==> src/rtl/plt_pkg.sv <==
// Package with the shared types, constants and codes of the positional list table.
`timescale 1ns / 1ps
package plt_pkg;

   localparam int TABLE_DEPTH = 1024;
   localparam int KEY_BITS = 64;
   localparam int IDX_BITS = $clog2(TABLE_DEPTH);
   localparam int CNT_BITS = $clog2(TABLE_DEPTH + 1);
   localparam int POS_BITS = 11;
   localparam int CMP_BITS = (CNT_BITS > POS_BITS) ? CNT_BITS : POS_BITS;

   typedef logic [KEY_BITS-1:0] key_type;
   typedef logic [IDX_BITS-1:0] idx_type;
   typedef logic [CNT_BITS-1:0] cnt_type;

   typedef enum logic [2:0] {
      ACT_INSERT    = 3'd0,
      ACT_REMOVE    = 3'd1,
      ACT_FIND_NAME = 3'd2,
      ACT_FIND_ID   = 3'd3,
      ACT_COUNT     = 3'd4
   } action_type;

   typedef enum logic [1:0] {
      ST_IDLE,
      ST_SEARCH,
      ST_FINISH
   } state_type;

   typedef struct packed {
      logic [2:0]  action;
      logic [10:0] position;
      logic [63:0] id_key;
      logic [63:0] name_key;
   } req_type;

   typedef struct packed {
      logic        status;
      logic [10:0] found_position;
      logic [63:0] found_id;
      logic [63:0] found_name;
      logic [10:0] record_count;
   } rsp_type;

   typedef struct packed {
      key_type id;
      key_type name;
   } rec_type;

   typedef struct packed {
      logic    hit;
      cnt_type pos;
      rec_type rec;
   } res_type;

   typedef struct packed {
      logic    shift_ins;
      logic    shift_rem;
      logic    step;
      logic    clear;
      logic    by_name;
      idx_type idx;
      cnt_type count;
      rec_type key;
   } cell_ctrl_type;

endpackage

==> src/rtl/plt_cell.sv <==
// One table cell: holds a record, shifts with its neighbors and forwards search results.
`timescale 1ns / 1ps
module plt_cell
   import plt_pkg::*;
(
   input  logic          clock,
   input  logic          reset,
   input  cell_ctrl_type ctrl,
   input  idx_type       index,
   input  rec_type       left_rec,
   input  rec_type       right_rec,
   input  res_type       right_res,
   output rec_type       rec_out,
   output res_type       res_out
);

   rec_type rec_ff, rec_in;
   res_type res_ff, res_in;
   logic    live;
   logic    hit;

   always_comb begin
      live = cnt_type'(index) < ctrl.count;
      hit = ctrl.by_name ? (rec_ff.name == ctrl.key.name) : (rec_ff.id == ctrl.key.id);

      rec_in = rec_ff;
      if (ctrl.shift_ins) begin
         if (index > ctrl.idx) begin
            rec_in = left_rec;
         end else if (index == ctrl.idx) begin
            rec_in = ctrl.key;
         end
      end else if (ctrl.shift_rem) begin
         if (index >= ctrl.idx) begin
            rec_in = right_rec;
         end
      end

      // A hit here beats anything that arrives from further down the chain.
      res_in = res_ff;
      if (ctrl.clear) begin
         res_in.hit = 1'b0;
      end else if (ctrl.step) begin
         if (live && hit) begin
            res_in.hit = 1'b1;
            res_in.pos = cnt_type'(index) + cnt_type'(1);
            res_in.rec = rec_ff;
         end else begin
            res_in = right_res;
         end
      end
   end

   always_ff @(posedge clock) begin
      rec_ff <= rec_in;
   end

   always_ff @(posedge clock) begin
      if (reset) begin
         res_ff.hit <= 1'b0;
      end else begin
         res_ff <= res_in;
      end
   end

   assign rec_out = rec_ff;
   assign res_out = res_ff;

endmodule

==> config.mk <==
export PLATFORM = sky130hd
export DESIGN_NAME = plt_cell
export DESIGN_NICKNAME = d
export VERILOG_FILES = /design/src/rtl/plt_pkg.sv /design/src/rtl/plt_cell.sv
export SDC_FILE = /design/constraint.sdc
export NUM_CORES = 1
export LEC_CHECK = 0
export BUFFER_PORTS_ARGS = -buffer_cell sky130_fd_sc_hd__buf_2
export CAP_MARGIN = 0
export CORE_AREA = 2 2 325 327
export DETAILED_ROUTE_END_ITERATION = 8
export DIE_AREA = 0 0 327 329
export GPL_ROUTABILITY_DRIVEN = 0
export GPL_TIMING_DRIVEN = 0
export PLACE_DENSITY = 0.34
export SYNTH_ARGS = -nofsm -noshare
export SYNTH_HDL_FRONTEND = slang
export SYNTH_SLANG_ARGS = --single-unit
==> constraint.sdc <==
create_clock -name clock -period 12.65 [get_ports clock]
set_input_delay 1.265 -clock clock [delete_from_list [all_inputs] [get_ports clock]]
set_output_delay 1.265 -clock clock [all_outputs]
set_load 0.05 [all_outputs]
==> impl_metrics.ini <==
[status]
outcome = complete, no violations

[routing]
ant_nets = 0
vias_per_cell = 3.950
routed_wl_mm = 90.39
drt_iter0_drc = 1014
drt_pass1_iterations = 4
routedWlPerCell_um = 25.31
vias = 14110
drc = 0

[worst_setup_path]
crit_arrival_ns = 5.13
critPathLaunchType = primary input
cp_common_cell = nor4_1
critPathMaxStageDelay_ns = 1.17
cp-startpoint = ctrl[105]
reg2reg_depth = 9
crit_type = in2reg
reg2reg_to = res_out[65]$_DFFE_PP_
cp-end-kind = register
r2r_start = rec_out[118]$_DFFE_PP_
crit_chain = buf_2 -> xor2_1 -> nor4_1 -> nand4_1 -> nor4_1 -> nand3_1 -> a21oi_2 -> buf_4 -> buf_6 -> mux2_1
crit_path_max_fanout = 10
reg2reg_slack_ns = 8.15
crit_cells = 10
crit_required_ns = 12.94
path_buf_inv = 3
endpoint = res_out[65]$_DFFE_PP_
cp_top_family = simple AND/OR/NAND/NOR gates
cpMaxStageDelayCell = nor4_1

[synth]
synth_top_area_share = 0.5618
synthFlopType = edfxtp_1
synth_seq_area_share = 0.5632
synth_top_cell_by_area = edfxtp_1
synth_area_sq_um = 14270
yosys_warnings = 0
ys_types = 33
syn_inst = 1263
netlist_top_cells_area = edfxtp_1, mux2_1, nand2_1
synth_most_common_cell = edfxtp_1
synth_nets = 1845
synth_edf_count = 267
async_flop_share = 0
syn_area_per_cell_sq_um = 11.30
ys_ff_latch = 268
synthTopCellsByCount = edfxtp_1, nand2_1, nor2_1

[floorplanning]
start_util = 0.1367
dieArea_sq_um = 107600
core_area_sq_um = 104400
die_h_um = 329
io_pins = 830
rows = 119
die_w_um = 327

[grt]
grt_pass1_wl_mm = 118.4
first_global_vias = 14530
grt_antenna_before_repair = 32
overflow = 0
grtUsageTotal = 0.1591
grt_max_degree = 60

[timing]
setup_viol = 0
drv_slew = 0
tns_ns = 0
finClkSkew_ns = 0.03124
rsz0062_at_grt = no
maxSlewHeadroom = 0.05858
tightestPinTransition_ns = 1.399
max_freq_ghz = 0.2065
finalHoldViolations = 0
period_share = 0.3829
fin_crit_ns = 4.843

[clock_network]
cts.clk_slew.worst_paths_ns = 0.06
clockBufferDepth = 3
htreeDepth = 2
clock_latency_ns = 0.59
cts_setup_buffers = 0
cts_root_buf = clkbuf_16
numClockSinks = 268
cts_made_buffers = 39
tritoncts = yes
cts_resized = 0
ctsHoldBuffers = 0

[placement]
placed_cell_area_sq_um = 20270
hpwl_mm = 75.07
numPortBuffers = 828

[cells_and_area]
drive_gt1_frac = 0.4393
areaGrowthSynthToFinish_pct = 51.72
fin_area_sq_um = 21650
nets = 2719

[pwr]
p_switching_mw = 1.194
internal_power_mw = 2.027
p_comb_frac = 0.269
p_sw_frac = 0.3707
powerDensity_nw_per_um2 = 148.7
clockPowerShare = 0.364
seqPwrFrac = 0.368
leakagePower_nw = 8.993
irDropWorstVdd_uv = 92.31

[run]
cap_violations = 0

[min_path]
hp-class = reg2reg
power groups by stage:
stage               Combinational, mW  Sequential, mW  Clock [mW]
floorplan                       0.204            1.46           0
global placement                0.860            1.21           0
detailed placement              0.866            1.20           0
CTS                             0.869            1.19        1.21
global route                    0.913            1.19        1.24
finish                          0.865            1.18        1.17
registers in the layout (all words and copies together), names as in the netlist:
register / cells
res_out: 140
rec_out: 128
layout make-up:
type                            instances  area [sq um]
Inverter                               21         78.83
Buffer                                 72         357.8
Sequential cell                       268          8038
Fill cell                           11710         82720
Tap cell                             1391          1740
Multi-Input combinational cell        902          5811
Timing Repair Buffer                  833          4274
Antenna cell                           13         32.53
Clock inverter                         26         279.0
Clock buffer                           45          1041
worst register-to-register path, delay by kind of cell, from the launching register on:
family / cells / cell delay [ns]
xor+xnor: 1 / 0.21
flops: 1 / 0.48
compound gates: 1 / 0.48
buf+inv: 2 / 0.68
simple gates: 4 / 1.93
mux: 1 / 0.45
layout by cell type, fill, tap and decap left out, types with 4 or more instances in the layout:
cell and n:
mux2_2 38, buf_6 10, a21oi_1 7, nor2_1 134, clkinv_2 9, clkbuf_1 55
nor4_1 22, buf_16 4, diode_2 13, xnor2_1 56, inv_1 21, nand2_1 261
mux2_1 100, clkinv_1 8, buf_2 832, xor2_1 80, bufinv_16 6, nand3_1 14
nand4_1 21, edfxtp_1 267, a21o_1 4, ha_1 20, a31oi_1 128, clkbuf_16 41
how the worst min path moves through the flow:
| stage | slack [ns] | end | cells past startpoint | startpoint |
|---|---|---|---|---|
| after floorplan | 0.85 | res_out[139]$_SDFFE_PP0P_ | 1 | res_out[139]$_SDFFE_PP0P_ |
| after global placement | 0.53 | res_out[139]$_SDFFE_PP0P_ | 1 | res_out[139]$_SDFFE_PP0P_ |
| after detailed placement | 0.54 | res_out[139]$_SDFFE_PP0P_ | 1 | res_out[139]$_SDFFE_PP0P_ |
| after CTS | 0.56 | res_out[139]$_SDFFE_PP0P_ | 1 | res_out[139]$_SDFFE_PP0P_ |
| after global routing | 0.58 | res_out[139]$_SDFFE_PP0P_ | 1 | res_out[139]$_SDFFE_PP0P_ |
| final | 0.55 | res_out[139]$_SDFFE_PP0P_ | 1 | res_out[139]$_SDFFE_PP0P_ |
metal layers:
| layer | vias up | GRT usage | share of wire |
|---|---|---|---|
| met5 | - | 0 | 0.00083 |
| li1 | 6323 | - | - |
| met1 | 6997 | 0.2034 | 0.42 |
| met4 | 14 | 0.04069 | 0.019 |
| met3 | 90 | 0.05366 | 0.089 |
| met2 | 683 | 0.2566 | 0.47 |
cells by family after synthesis:
| group | synth area share |
|---|---|
| and+or+nand+nor | 0.1319 |
| DFF | 0.5632 |
| AOI/OAI and AO/OA | 0.06391 |
| muxes | 0.1096 |
| xor gates and xnor gates | 0.08346 |
| buffers and inverters | 0.03034 |
| adders and majority gates | 0.01753 |
stage by stage:
stage | power, mW | instances | hold WS (ns) | util | worst slack, ns
floorplan | 1.667 | 1263 | 0.8501 | - | 7.140
global placement | 2.074 | 3482 | 0.5290 | 0.1931 | 3.382
detailed placement | 2.068 | 3486 | 0.5406 | 0.1942 | 7.065
CTS | 3.266 | 3557 | 0.5566 | 0.2069 | 7.694
global route | 3.342 | 3568 | 0.5767 | 0.2074 | 7.591
finish | 3.221 | 3571 | 0.5542 | 0.2074 | 7.807
Power figures use the tool's default switching activity.
