**config.mk**
```make
export PLATFORM = sky130hd
export DESIGN_NAME = plt_ctrl
export DESIGN_NICKNAME = d
export VERILOG_FILES = /design/src/rtl/plt_pkg.sv /design/src/rtl/plt_ctrl.sv
export SDC_FILE = /design/constraint.sdc
export NUM_CORES = 1
export LEC_CHECK = 0
export BUFFER_PORTS_ARGS = -buffer_cell sky130_fd_sc_hd__buf_2
export CORE_AREA = 2 2 228 230
export CTS_CLUSTER_SIZE = 25
export DETAILED_ROUTE_END_ITERATION = 16
export DIE_AREA = 0 0 230 232
export PLACE_DENSITY_LB_ADDON = 0.25
export SYNTH_ARGS = -nofsm -noshare
export SYNTH_HDL_FRONTEND = slang
export SYNTH_SLANG_ARGS = --single-unit
```
**constraint.sdc**
```tcl
create_clock -name clock -period 16.5 [get_ports clock]
set_input_delay 2.475 -clock clock [delete_from_list [all_inputs] [get_ports clock]]
set_output_delay 2.475 -clock clock [all_outputs]
set_load 0.02 [all_outputs]
```
**src/rtl/plt_pkg.sv**
```systemverilog
// Package with the shared types, constants and codes of the positional list table.
`timescale 1ns / 1ps
package plt_pkg;

   localparam int TABLE_DEPTH = 1024;
   localparam int KEY_BITS = 64;
   localparam int IDX_BITS = $clog2(TABLE_DEPTH);
   localparam int CNT_BITS = $clog2(TABLE_DEPTH + 1);
   localparam int POS_BITS = 11;
   localparam int CMP_BITS = (CNT_BITS > POS_BITS) ? CNT_BITS : POS_BITS;

   typedef logic [KEY_BITS-1:0] key_type;
   typedef logic [IDX_BITS-1:0] idx_type;
   typedef logic [CNT_BITS-1:0] cnt_type;

   typedef enum logic [2:0] {
      ACT_INSERT    = 3'd0,
      ACT_REMOVE    = 3'd1,
      ACT_FIND_NAME = 3'd2,
      ACT_FIND_ID   = 3'd3,
      ACT_COUNT     = 3'd4
   } action_type;

   typedef enum logic [1:0] {
      ST_IDLE,
      ST_SEARCH,
      ST_FINISH
   } state_type;

   typedef struct packed {
      logic [2:0]  action;
      logic [10:0] position;
      logic [63:0] id_key;
      logic [63:0] name_key;
   } req_type;

   typedef struct packed {
      logic        status;
      logic [10:0] found_position;
      logic [63:0] found_id;
      logic [63:0] found_name;
      logic [10:0] record_count;
   } rsp_type;

   typedef struct packed {
      key_type id;
      key_type name;
   } rec_type;

   typedef struct packed {
      logic    hit;
      cnt_type pos;
      rec_type rec;
   } res_type;

   typedef struct packed {
      logic    shift_ins;
      logic    shift_rem;
      logic    step;
      logic    clear;
      logic    by_name;
      idx_type idx;
      cnt_type count;
      rec_type key;
   } cell_ctrl_type;

endpackage

```
**src/rtl/plt_ctrl.sv**
```systemverilog
// Command sequencer: range checks, record count, search timing and the result register.
`timescale 1ns / 1ps
module plt_ctrl
   import plt_pkg::*;
(
   input  logic          clock,
   input  logic          reset,
   input  logic          start,
   input  req_type       req_word,
   output logic          busy,
   output cell_ctrl_type cell_ctrl,
   input  res_type       head_res,
   output logic          rsp_valid,
   output rsp_type       rsp_word
);

   state_type state_ff, state_in;
   cnt_type   count_ff, count_in;
   cnt_type   remain_ff, remain_in;
   rec_type   key_ff, key_in;
   logic      by_name_ff, by_name_in;
   logic      rsp_valid_ff, rsp_valid_in;
   rsp_type   rsp_ff, rsp_in;

   rec_type   req_key;
   logic [CMP_BITS-1:0] pos_cmp;
   logic [CMP_BITS-1:0] cnt_cmp;
   logic      ins_ok;
   logic      rem_ok;

   always_comb begin
      req_key.id = req_word.id_key[KEY_BITS-1:0];
      req_key.name = req_word.name_key[KEY_BITS-1:0];
      pos_cmp = CMP_BITS'(req_word.position);
      cnt_cmp = CMP_BITS'(count_ff);
      ins_ok = (pos_cmp != '0) && ((pos_cmp - CMP_BITS'(1)) <= cnt_cmp) &&
               (cnt_cmp < CMP_BITS'(TABLE_DEPTH));
      rem_ok = (pos_cmp != '0) && (pos_cmp <= cnt_cmp);

      state_in = state_ff;
      count_in = count_ff;
      remain_in = remain_ff;
      key_in = key_ff;
      by_name_in = by_name_ff;
      rsp_valid_in = 1'b0;
      rsp_in = rsp_ff;

      cell_ctrl.shift_ins = 1'b0;
      cell_ctrl.shift_rem = 1'b0;
      cell_ctrl.step = 1'b0;
      cell_ctrl.clear = 1'b0;
      cell_ctrl.by_name = by_name_ff;
      cell_ctrl.idx = idx_type'(pos_cmp - CMP_BITS'(1));
      cell_ctrl.count = count_ff;
      cell_ctrl.key = (state_ff == ST_IDLE) ? req_key : key_ff;

      case (state_ff)
         ST_IDLE: begin
            if (start) begin
               rsp_valid_in = 1'b1;
               rsp_in = '0;
               rsp_in.status = 1'b1;
               case (action_type'(req_word.action))
                  ACT_INSERT: begin
                     if (ins_ok) begin
                        cell_ctrl.shift_ins = 1'b1;
                        count_in = count_ff + cnt_type'(1);
                        rsp_in.status = 1'b0;
                     end
                  end
                  ACT_REMOVE: begin
                     if (rem_ok) begin
                        cell_ctrl.shift_rem = 1'b1;
                        count_in = count_ff - cnt_type'(1);
                        rsp_in.status = 1'b0;
                     end
                  end
                  ACT_FIND_NAME, ACT_FIND_ID: begin
                     key_in = req_key;
                     by_name_in = (action_type'(req_word.action) == ACT_FIND_NAME);
                     cell_ctrl.clear = 1'b1;
                     // An empty table misses at once; otherwise one chain step per record.
                     if (count_ff != '0) begin
                        rsp_valid_in = 1'b0;
                        remain_in = count_ff;
                        state_in = ST_SEARCH;
                     end
                  end
                  ACT_COUNT: begin
                     rsp_in.status = 1'b0;
                  end
                  default: begin
                     rsp_in.status = 1'b1;
                  end
               endcase
               rsp_in.record_count = 11'(count_in);
            end
         end
         ST_SEARCH: begin
            cell_ctrl.step = 1'b1;
            remain_in = remain_ff - cnt_type'(1);
            if (remain_ff == cnt_type'(1)) begin
               state_in = ST_FINISH;
            end
         end
         ST_FINISH: begin
            rsp_valid_in = 1'b1;
            rsp_in = '0;
            rsp_in.status = !head_res.hit;
            rsp_in.record_count = 11'(count_ff);
            if (head_res.hit) begin
               rsp_in.found_position = 11'(head_res.pos);
               rsp_in.found_id = 64'(head_res.rec.id);
               rsp_in.found_name = 64'(head_res.rec.name);
            end
            state_in = ST_IDLE;
         end
         default: begin
            state_in = ST_IDLE;
         end
      endcase
   end

   always_ff @(posedge clock) begin
      if (reset) begin
         state_ff <= ST_IDLE;
         count_ff <= '0;
         remain_ff <= '0;
         rsp_valid_ff <= 1'b0;
      end else begin
         state_ff <= state_in;
         count_ff <= count_in;
         remain_ff <= remain_in;
         rsp_valid_ff <= rsp_valid_in;
      end
   end

   always_ff @(posedge clock) begin
      key_ff <= key_in;
      by_name_ff <= by_name_in;
      rsp_ff <= rsp_in;
   end

   assign busy = (state_ff != ST_IDLE);
   assign rsp_valid = rsp_valid_ff;
   assign rsp_word = rsp_ff;

endmodule

```
==> results of run 1 <==
Yosys cell counts (8+ instances only):
cell type  instances  share of area [%]
nand3_1           16               0.58
nand2_1           26               0.71
edfxtp_1         280                 61
nor2_1            38                1.0
clkbuf_1          64                1.8
nor4_1            12               0.55
a21oi_1           21               0.77
inv_1             22               0.60
xnor2_1           12               0.77
and3_1           149                6.8
nand4_1           12               0.55
ha_1              27                2.5
nor3_1            19               0.69
mux2_2           128                 11
o21ai_1            8               0.29
dfxtp_1           25                3.7
o21ai_0           20               0.73
a211oi_1           9               0.49
final cells by class:
cell class              count  area share [%]
multi-input cells         582            24.0
clock buffers              46            5.30
repair buffers            601            16.4
well taps                 680            4.60
clock inverters            20            1.01
diodes                      4          0.0541
inverters                  22           0.446
flip-flops and latches    305            48.2
registers in the layout, indices dropped and copies added, names as in the netlist:
signal,cells
key_ff,128
rsp_valid,1
by_name_ff,1
state_ff,2
rsp_word,151
remain_ff,11
cnt_cmp,11
layer usage:
metal,up-vias,wire (µm)
li1,4919,-
met5,-,34
met2,468,22500
met3,73,3840
met1,5132,18900
met4,6,1130
critical path, delay by kind of cell:
family                     cells  cell delay (ns)
and+or+nand+nor                5             1.30
AOI/OAI and AO/OA              3             0.98
adders and majority gates      2             0.47
buffers and inverters          3             0.41
xor gates and xnor gates       1             0.20
metrics by stage:
stage	cell area (µm²)	power, µW	setup WS [ns]	hold WS (ns)	std cells
2_1_floorplan	13700	1040	7.66	0.445	982
3_3_place_gp	17300	1150	8.25	0.460	2190
3_5_place_dp	17300	1150	8.20	0.463	2190
4_1_cts	18500	1960	8.19	0.470	2256
5_1_grt	18500	2000	7.93	0.486	2259
6_report	18500	1930	8.20	0.469	2260
power breakdown:
group,switching (µW),internal (µW)
clock,331,470
sequential,9.66,876
combinational,153,88.1
worst max path at each step:
stage	startpoint	endpoint	slack, ns	cells past startpoint
4_1_cts	req_word[128]	cell_ctrl[153]	8.19	14
3_5_place_dp	req_word[128]	cell_ctrl[153]	8.20	14
6_report	req_word[128]	cell_ctrl[153]	8.20	14
2_1_floorplan	req_word[140]	by_name_ff$_DFFE_PP_	7.66	3
5_1_grt	req_word[128]	cell_ctrl[153]	7.93	14
3_3_place_gp	req_word[128]	cell_ctrl[153]	8.25	14
cells by family after synthesis:
family	synth area share (%)
buffers and inverters	2.77
and+or+nand+nor	12.6
AOI/OAI and AO/OA	5.23
adders and majority gates	2.47
xor gates and xnor gates	1.02
DFF	65.0
muxes	10.9
cell usage in the layout (no fill, tap or decap), types with 16 or more instances in the layout:
cell,count
ha_1,27
o21ai_0,20
clkbuf_16,38
and3_1,149
buf_2,590
nand2_1,25
inv_1,22
edfxtp_1,280
nor3_1,19
nand3_1,16
nor2_1,36
a21oi_1,21
mux2_2,128
dfxtp_1,25
==> results.sh, run 1 <==
export IMPL_cts_tree="yes"
export IMPL_start_util_pct=26.9
export IMPL_use_met1_pct=20.4
export IMPL_insertion_delay_ns=0.54
export IMPL_synth_cell_types=69
export IMPL_drtIter0Drc=659
export IMPL_clock_sinks=305
export IMPL_r2r_end="rsp_word[49]$_SDFFCE_PN0P_"
export IMPL_maxSlewViolCount=0
export IMPL_clk_pin_slew_ns=0.05
export IMPL_r2r_setup_slack_ns=12.62
export IMPL_setup_viol=0
export IMPL_synth_seq_cells=305
export IMPL_gp_congestion=0.893
export IMPL_gr_total_overflow=0
export IMPL_fin_util_pct=36.4
export IMPL_rr_worst_depth=7
export IMPL_yosysSeqAreaShare_pct=65.0
export IMPL_area_growth_pct=35.0
export IMPL_grtUsageMet3_pct=5.14
export IMPL_fillerInstances=5132
export IMPL_grt_setup_unrepaired="false"
export IMPL_min_to="remain_ff[1]$_SDFFE_PP0P_"
export IMPL_worst_slew_pin_slew_ns=0.989
export IMPL_cp_start_kind="input pin"
export IMPL_cp_required_ns=14.03
export IMPL_max_freq_ghz=0.120
export IMPL_syn_area_um2=13700
export IMPL_period_minus_slack_ns=8.30
export IMPL_async_flop_share_pct=0
export IMPL_synth_cells=982
export IMPL_antenna_found_initial=9
export IMPL_firstDrtPassIters=5
export IMPL_die_height_um=232
export IMPL_max_cap_violations=0
export IMPL_die_w_um=230
export IMPL_critPathMaxFanout=10
export IMPL_crit_arrival_ns=5.83
export IMPL_ctsResizeCount=0
export IMPL_gr_usage_all_layers_pct=16.4
export IMPL_synth_edf_count=280
export IMPL_grt_pass1_vias=10300
export IMPL_grt_met2_usage_pct=27.3
export IMPL_hold_viol_final=0
export IMPL_core_area_um2=50900
export IMPL_clk_path_buf_depth=3
export IMPL_avgRoutedWirePerCell_um=20.5
export IMPL_hp_start="remain_ff[1]$_SDFFE_PP0P_"
export IMPL_path_cells="buf_2, inv_1, ha_1, or3b_4, nand2b_4, or3_2, xnor2_1, ha_1, a211oi_1, nor2_1, a2111oi_2, o21ai_2, nor2_1, buf_2"
export IMPL_r2r_start="state_ff[0]$_SDFFE_PP0P_"
export IMPL_ys_flop_type="edfxtp_1"
export IMPL_synth_nets=1294
export IMPL_holdPathStages=2
export IMPL_ir_worst_vdd_v=0.0000681
export IMPL_final_antenna_net_count=0
export IMPL_drt_total_wl_um=46400
export IMPL_cts_buffers=37
export IMPL_clockRootBuffer="clkbuf_16"
export IMPL_p_per_area_nw_per_um2=104
export IMPL_multi_input_comb_area_um2=4440
export IMPL_final_setup_skew_ns=0.0207
export IMPL_leakage_uw=0.00816
export IMPL_ios=592
export IMPL_synth_avg_cell_area_um2=14.0
export IMPL_drive_gt1_share_pct=50.7
export IMPL_io_buffers=591
export IMPL_avgViaCountPerCell=4.69
export IMPL_dp_hpwl_um=34100
export IMPL_post_cts_buffers=0
export IMPL_slew_headroom_pct=34.1
export IMPL_vias=10600
export IMPL_min_period_over_period_pct=50.3
export IMPL_crit_type="input pin to primary output"
export IMPL_setup_tns_ns=0
export IMPL_num_rows=83
export IMPL_status="finished clean"
export IMPL_setup_worst_path_end_class="primary output"
export IMPL_critical_path_max_stage_delay_ns=0.48
export IMPL_cp_slowest_cell="a2111oi_2"
export IMPL_grt_pass1_wl_um=66400
export IMPL_final_nets=1861
export IMPL_htree_levels=2
export IMPL_dieArea_um2=53400
export IMPL_yosys_warnings=0
export IMPL_cts_hold_buf=0
export IMPL_seq_area_um2=8910
export IMPL_grt_max_degree=111
export IMPL_hp_class="flop to flop"
export IMPL_busiest_layer="met2"
export IMPL_drc_errors=0
(Power assumes the default switching activity.)
==> inputs of run 2 (changes only) <==
--- a/config.mk
+++ b/config.mk
@@ -6,10 +6,10 @@
 export NUM_CORES = 1
 export LEC_CHECK = 0
 export BUFFER_PORTS_ARGS = -buffer_cell sky130_fd_sc_hd__buf_2
-export CORE_AREA = 2 2 228 230
+export CORE_AREA = 2 2 231 233
 export CTS_CLUSTER_SIZE = 25
 export DETAILED_ROUTE_END_ITERATION = 16
-export DIE_AREA = 0 0 230 232
+export DIE_AREA = 0 0 233 235
 export PLACE_DENSITY_LB_ADDON = 0.25
 export SYNTH_ARGS = -nofsm -noshare
 export SYNTH_HDL_FRONTEND = slang
==> constraint.sdc (replaced) <==
create_clock -name clock -period 8.15 [get_ports clock]
set_input_delay 1.2225 -clock clock [delete_from_list [all_inputs] [get_ports clock]]
set_output_delay 1.2225 -clock clock [all_outputs]
set_load 0.02 [all_outputs]
==> results.sh, run 2 (synthesis results as in run 1) <==
export IMPL_hold_viol_final=0
export IMPL_clockRootBuffer="clkbuf_16"
export IMPL_grt_pass1_vias=10500
export IMPL_antenna_found_initial=13
export IMPL_slew_headroom_pct=29.1
export IMPL_final_common_cell="buf_2"
export IMPL_cp_required_ns=6.93
export IMPL_setup_viol=0
export IMPL_final_antenna_net_count=0
export IMPL_max_freq_ghz=0.173
export IMPL_crit_type="input pin to primary output"
export IMPL_clk_path_buf_depth=3
export IMPL_status="finished clean"
export IMPL_io_buffers=591
export IMPL_gr_total_overflow=0
export IMPL_final_nets=1860
export IMPL_cts_tree="yes"
export IMPL_setup_tns_ns=0
export IMPL_stdcell_count=2266
export IMPL_avgRoutedWirePerCell_um=20.7
export IMPL_max_cap_violations=0
export IMPL_dp_hpwl_um=34600
export IMPL_firstDrtPassIters=5
export IMPL_die_height_um=235
export IMPL_clk_pin_slew_ns=0.05
export IMPL_final_cell_mix="buf_2 (590), edfxtp_1 (280), and3_1 (149), mux2_2 (128)"
export IMPL_crit_arrival_ns=4.57
export IMPL_worst_slew_pin_slew_ns=1.06
export IMPL_placed_cells=2198
export IMPL_grt_max_degree=105
export IMPL_grt_pass1_wl_um=67400
export IMPL_maxSlewViolCount=0
export IMPL_dpl_instance_area_um2=17300
export IMPL_core_area_um2=52200
export IMPL_leakage_uw=0.00814
export IMPL_num_rows=84
export IMPL_drc_errors=0
export IMPL_hp_class="flop to flop"
export IMPL_gp_congestion=0.883
export IMPL_largest_reg_flops=151
export IMPL_drtIter0Drc=646
export IMPL_drt_total_wl_um=46900
export IMPL_htree_levels=2
export IMPL_ctsResizeCount=0
export IMPL_min_period_over_period_pct=71.0
export IMPL_grt_setup_unrepaired="false"
export IMPL_period_minus_slack_ns=5.79
export IMPL_setup_worst_path_end_class="primary output"
export IMPL_vias=10700
export IMPL_clock_sinks=305
export IMPL_die_w_um=233
export IMPL_area_growth_pct=34.6
export IMPL_gr_usage_all_layers_pct=16.2
export IMPL_hold_slack_ns=0.470
export IMPL_dieArea_um2=54800
export IMPL_critPathMaxFanout=10
export IMPL_final_setup_skew_ns=0.0259
export IMPL_start_util_pct=26.2
export IMPL_cp_start_kind="input pin"
export IMPL_ios=592
export IMPL_post_cts_buffers=0
export IMPL_final_cell_area_um2=18400
export IMPL_cts_hold_buf=0
export IMPL_avgViaCountPerCell=4.71
export IMPL_insertion_delay_ns=0.54
export IMPL_p_per_area_nw_per_um2=208
export IMPL_drive_gt1_share_pct=50.5
export IMPL_cts_buffers=36
export IMPL_fin_util_pct=35.3
export IMPL_ir_worst_vdd_v=0.000137
==> run 2: cell types whose count changed in the layout (fill, tap and decap cells not counted) <==
| cell | previous run | this run |
|---|---|---|
| clkbuf_1 | 8 | 7 |
| clkinv_2 | 7 | 5 |
| bufinv_16 | 3 | 2 |
| clkinvlp_4 | 3 | 1 |
| clkbuf_8 | 0 | 2 |
| clkbuf_16 | 38 | 36 |
| diode_2 | 4 | 5 |
| clkinv_1 | 6 | 8 |
| inv_6 | 0 | 1 |
==> run 2: report_power, final <==
| group | total (µW) | switching (µW) | internal [µW] |
|---|---|---|---|
| clock | 1550 | 653 | 894 |
| sequential | 1800 | 22.4 | 1770 |
| combinational | 486 | 308 | 178 |
==> run 2: path summary, 6_finish.rpt <==
path	start	endpoint	slack, ns	cells after the start
max	req_word[128]	cell_ctrl[153]	2.36	14
min	remain_ff[1]$_SDFFE_PP0P_	remain_ff[1]$_SDFFE_PP0P_	0.47	2
max reg2reg	cnt_cmp[7]$_SDFFE_PP0P_	rsp_word[1]$_DFFE_PP_	4.78	9
min reg2reg	remain_ff[1]$_SDFFE_PP0P_	remain_ff[1]$_SDFFE_PP0P_	0.47	2
==> run 2: stage by stage <==
step / setup slack [ns] / power [µW]
finish: 2.36 / 3830
CTS: 2.34 / 3890
detailed placement: 2.34 / 2320
global placement: 2.39 / 2320
global route: 2.06 / 3980
floorplan: 0.565 / 2110
==> run 2: critical path: stages <==
cell       delay, ns
buf_2           0.12
inv_1           0.10
ha_1            0.18
or3b_4          0.40
nand2b_4        0.17
or3_2           0.42
xnor2_1         0.20
ha_1            0.28
a211oi_1        0.25
nor2_1          0.09
a2111oi_2       0.48
o21ai_2         0.26
nor2_1          0.20
buf_2           0.19
==> run 2: layer usage <==
layer / routed length, µm / up-vias / part of all wire, % / track usage (%)
li1: - / 4908 / - / -
met1: 18300 / 5247 / 39 / 18.8
met2: 23600 / 422 / 50 / 28.7
met3: 3690 / 82 / 7.9 / 4.54
met4: 1210 / 14 / 2.6 / 5.15
met5: 99 / - / 0.21 / 0
==> run 2: cell type report <==
cell class	count	area (µm²)
Clock buffer	45	955
Antenna cell	5	12.5
Multi-Input combinational cell	582	4440
Fill cell	5231	33800
Inverter	22	82.6
Timing Repair Buffer	601	3040
Tap cell	688	861
Clock inverter	18	148
Sequential cell	305	8910
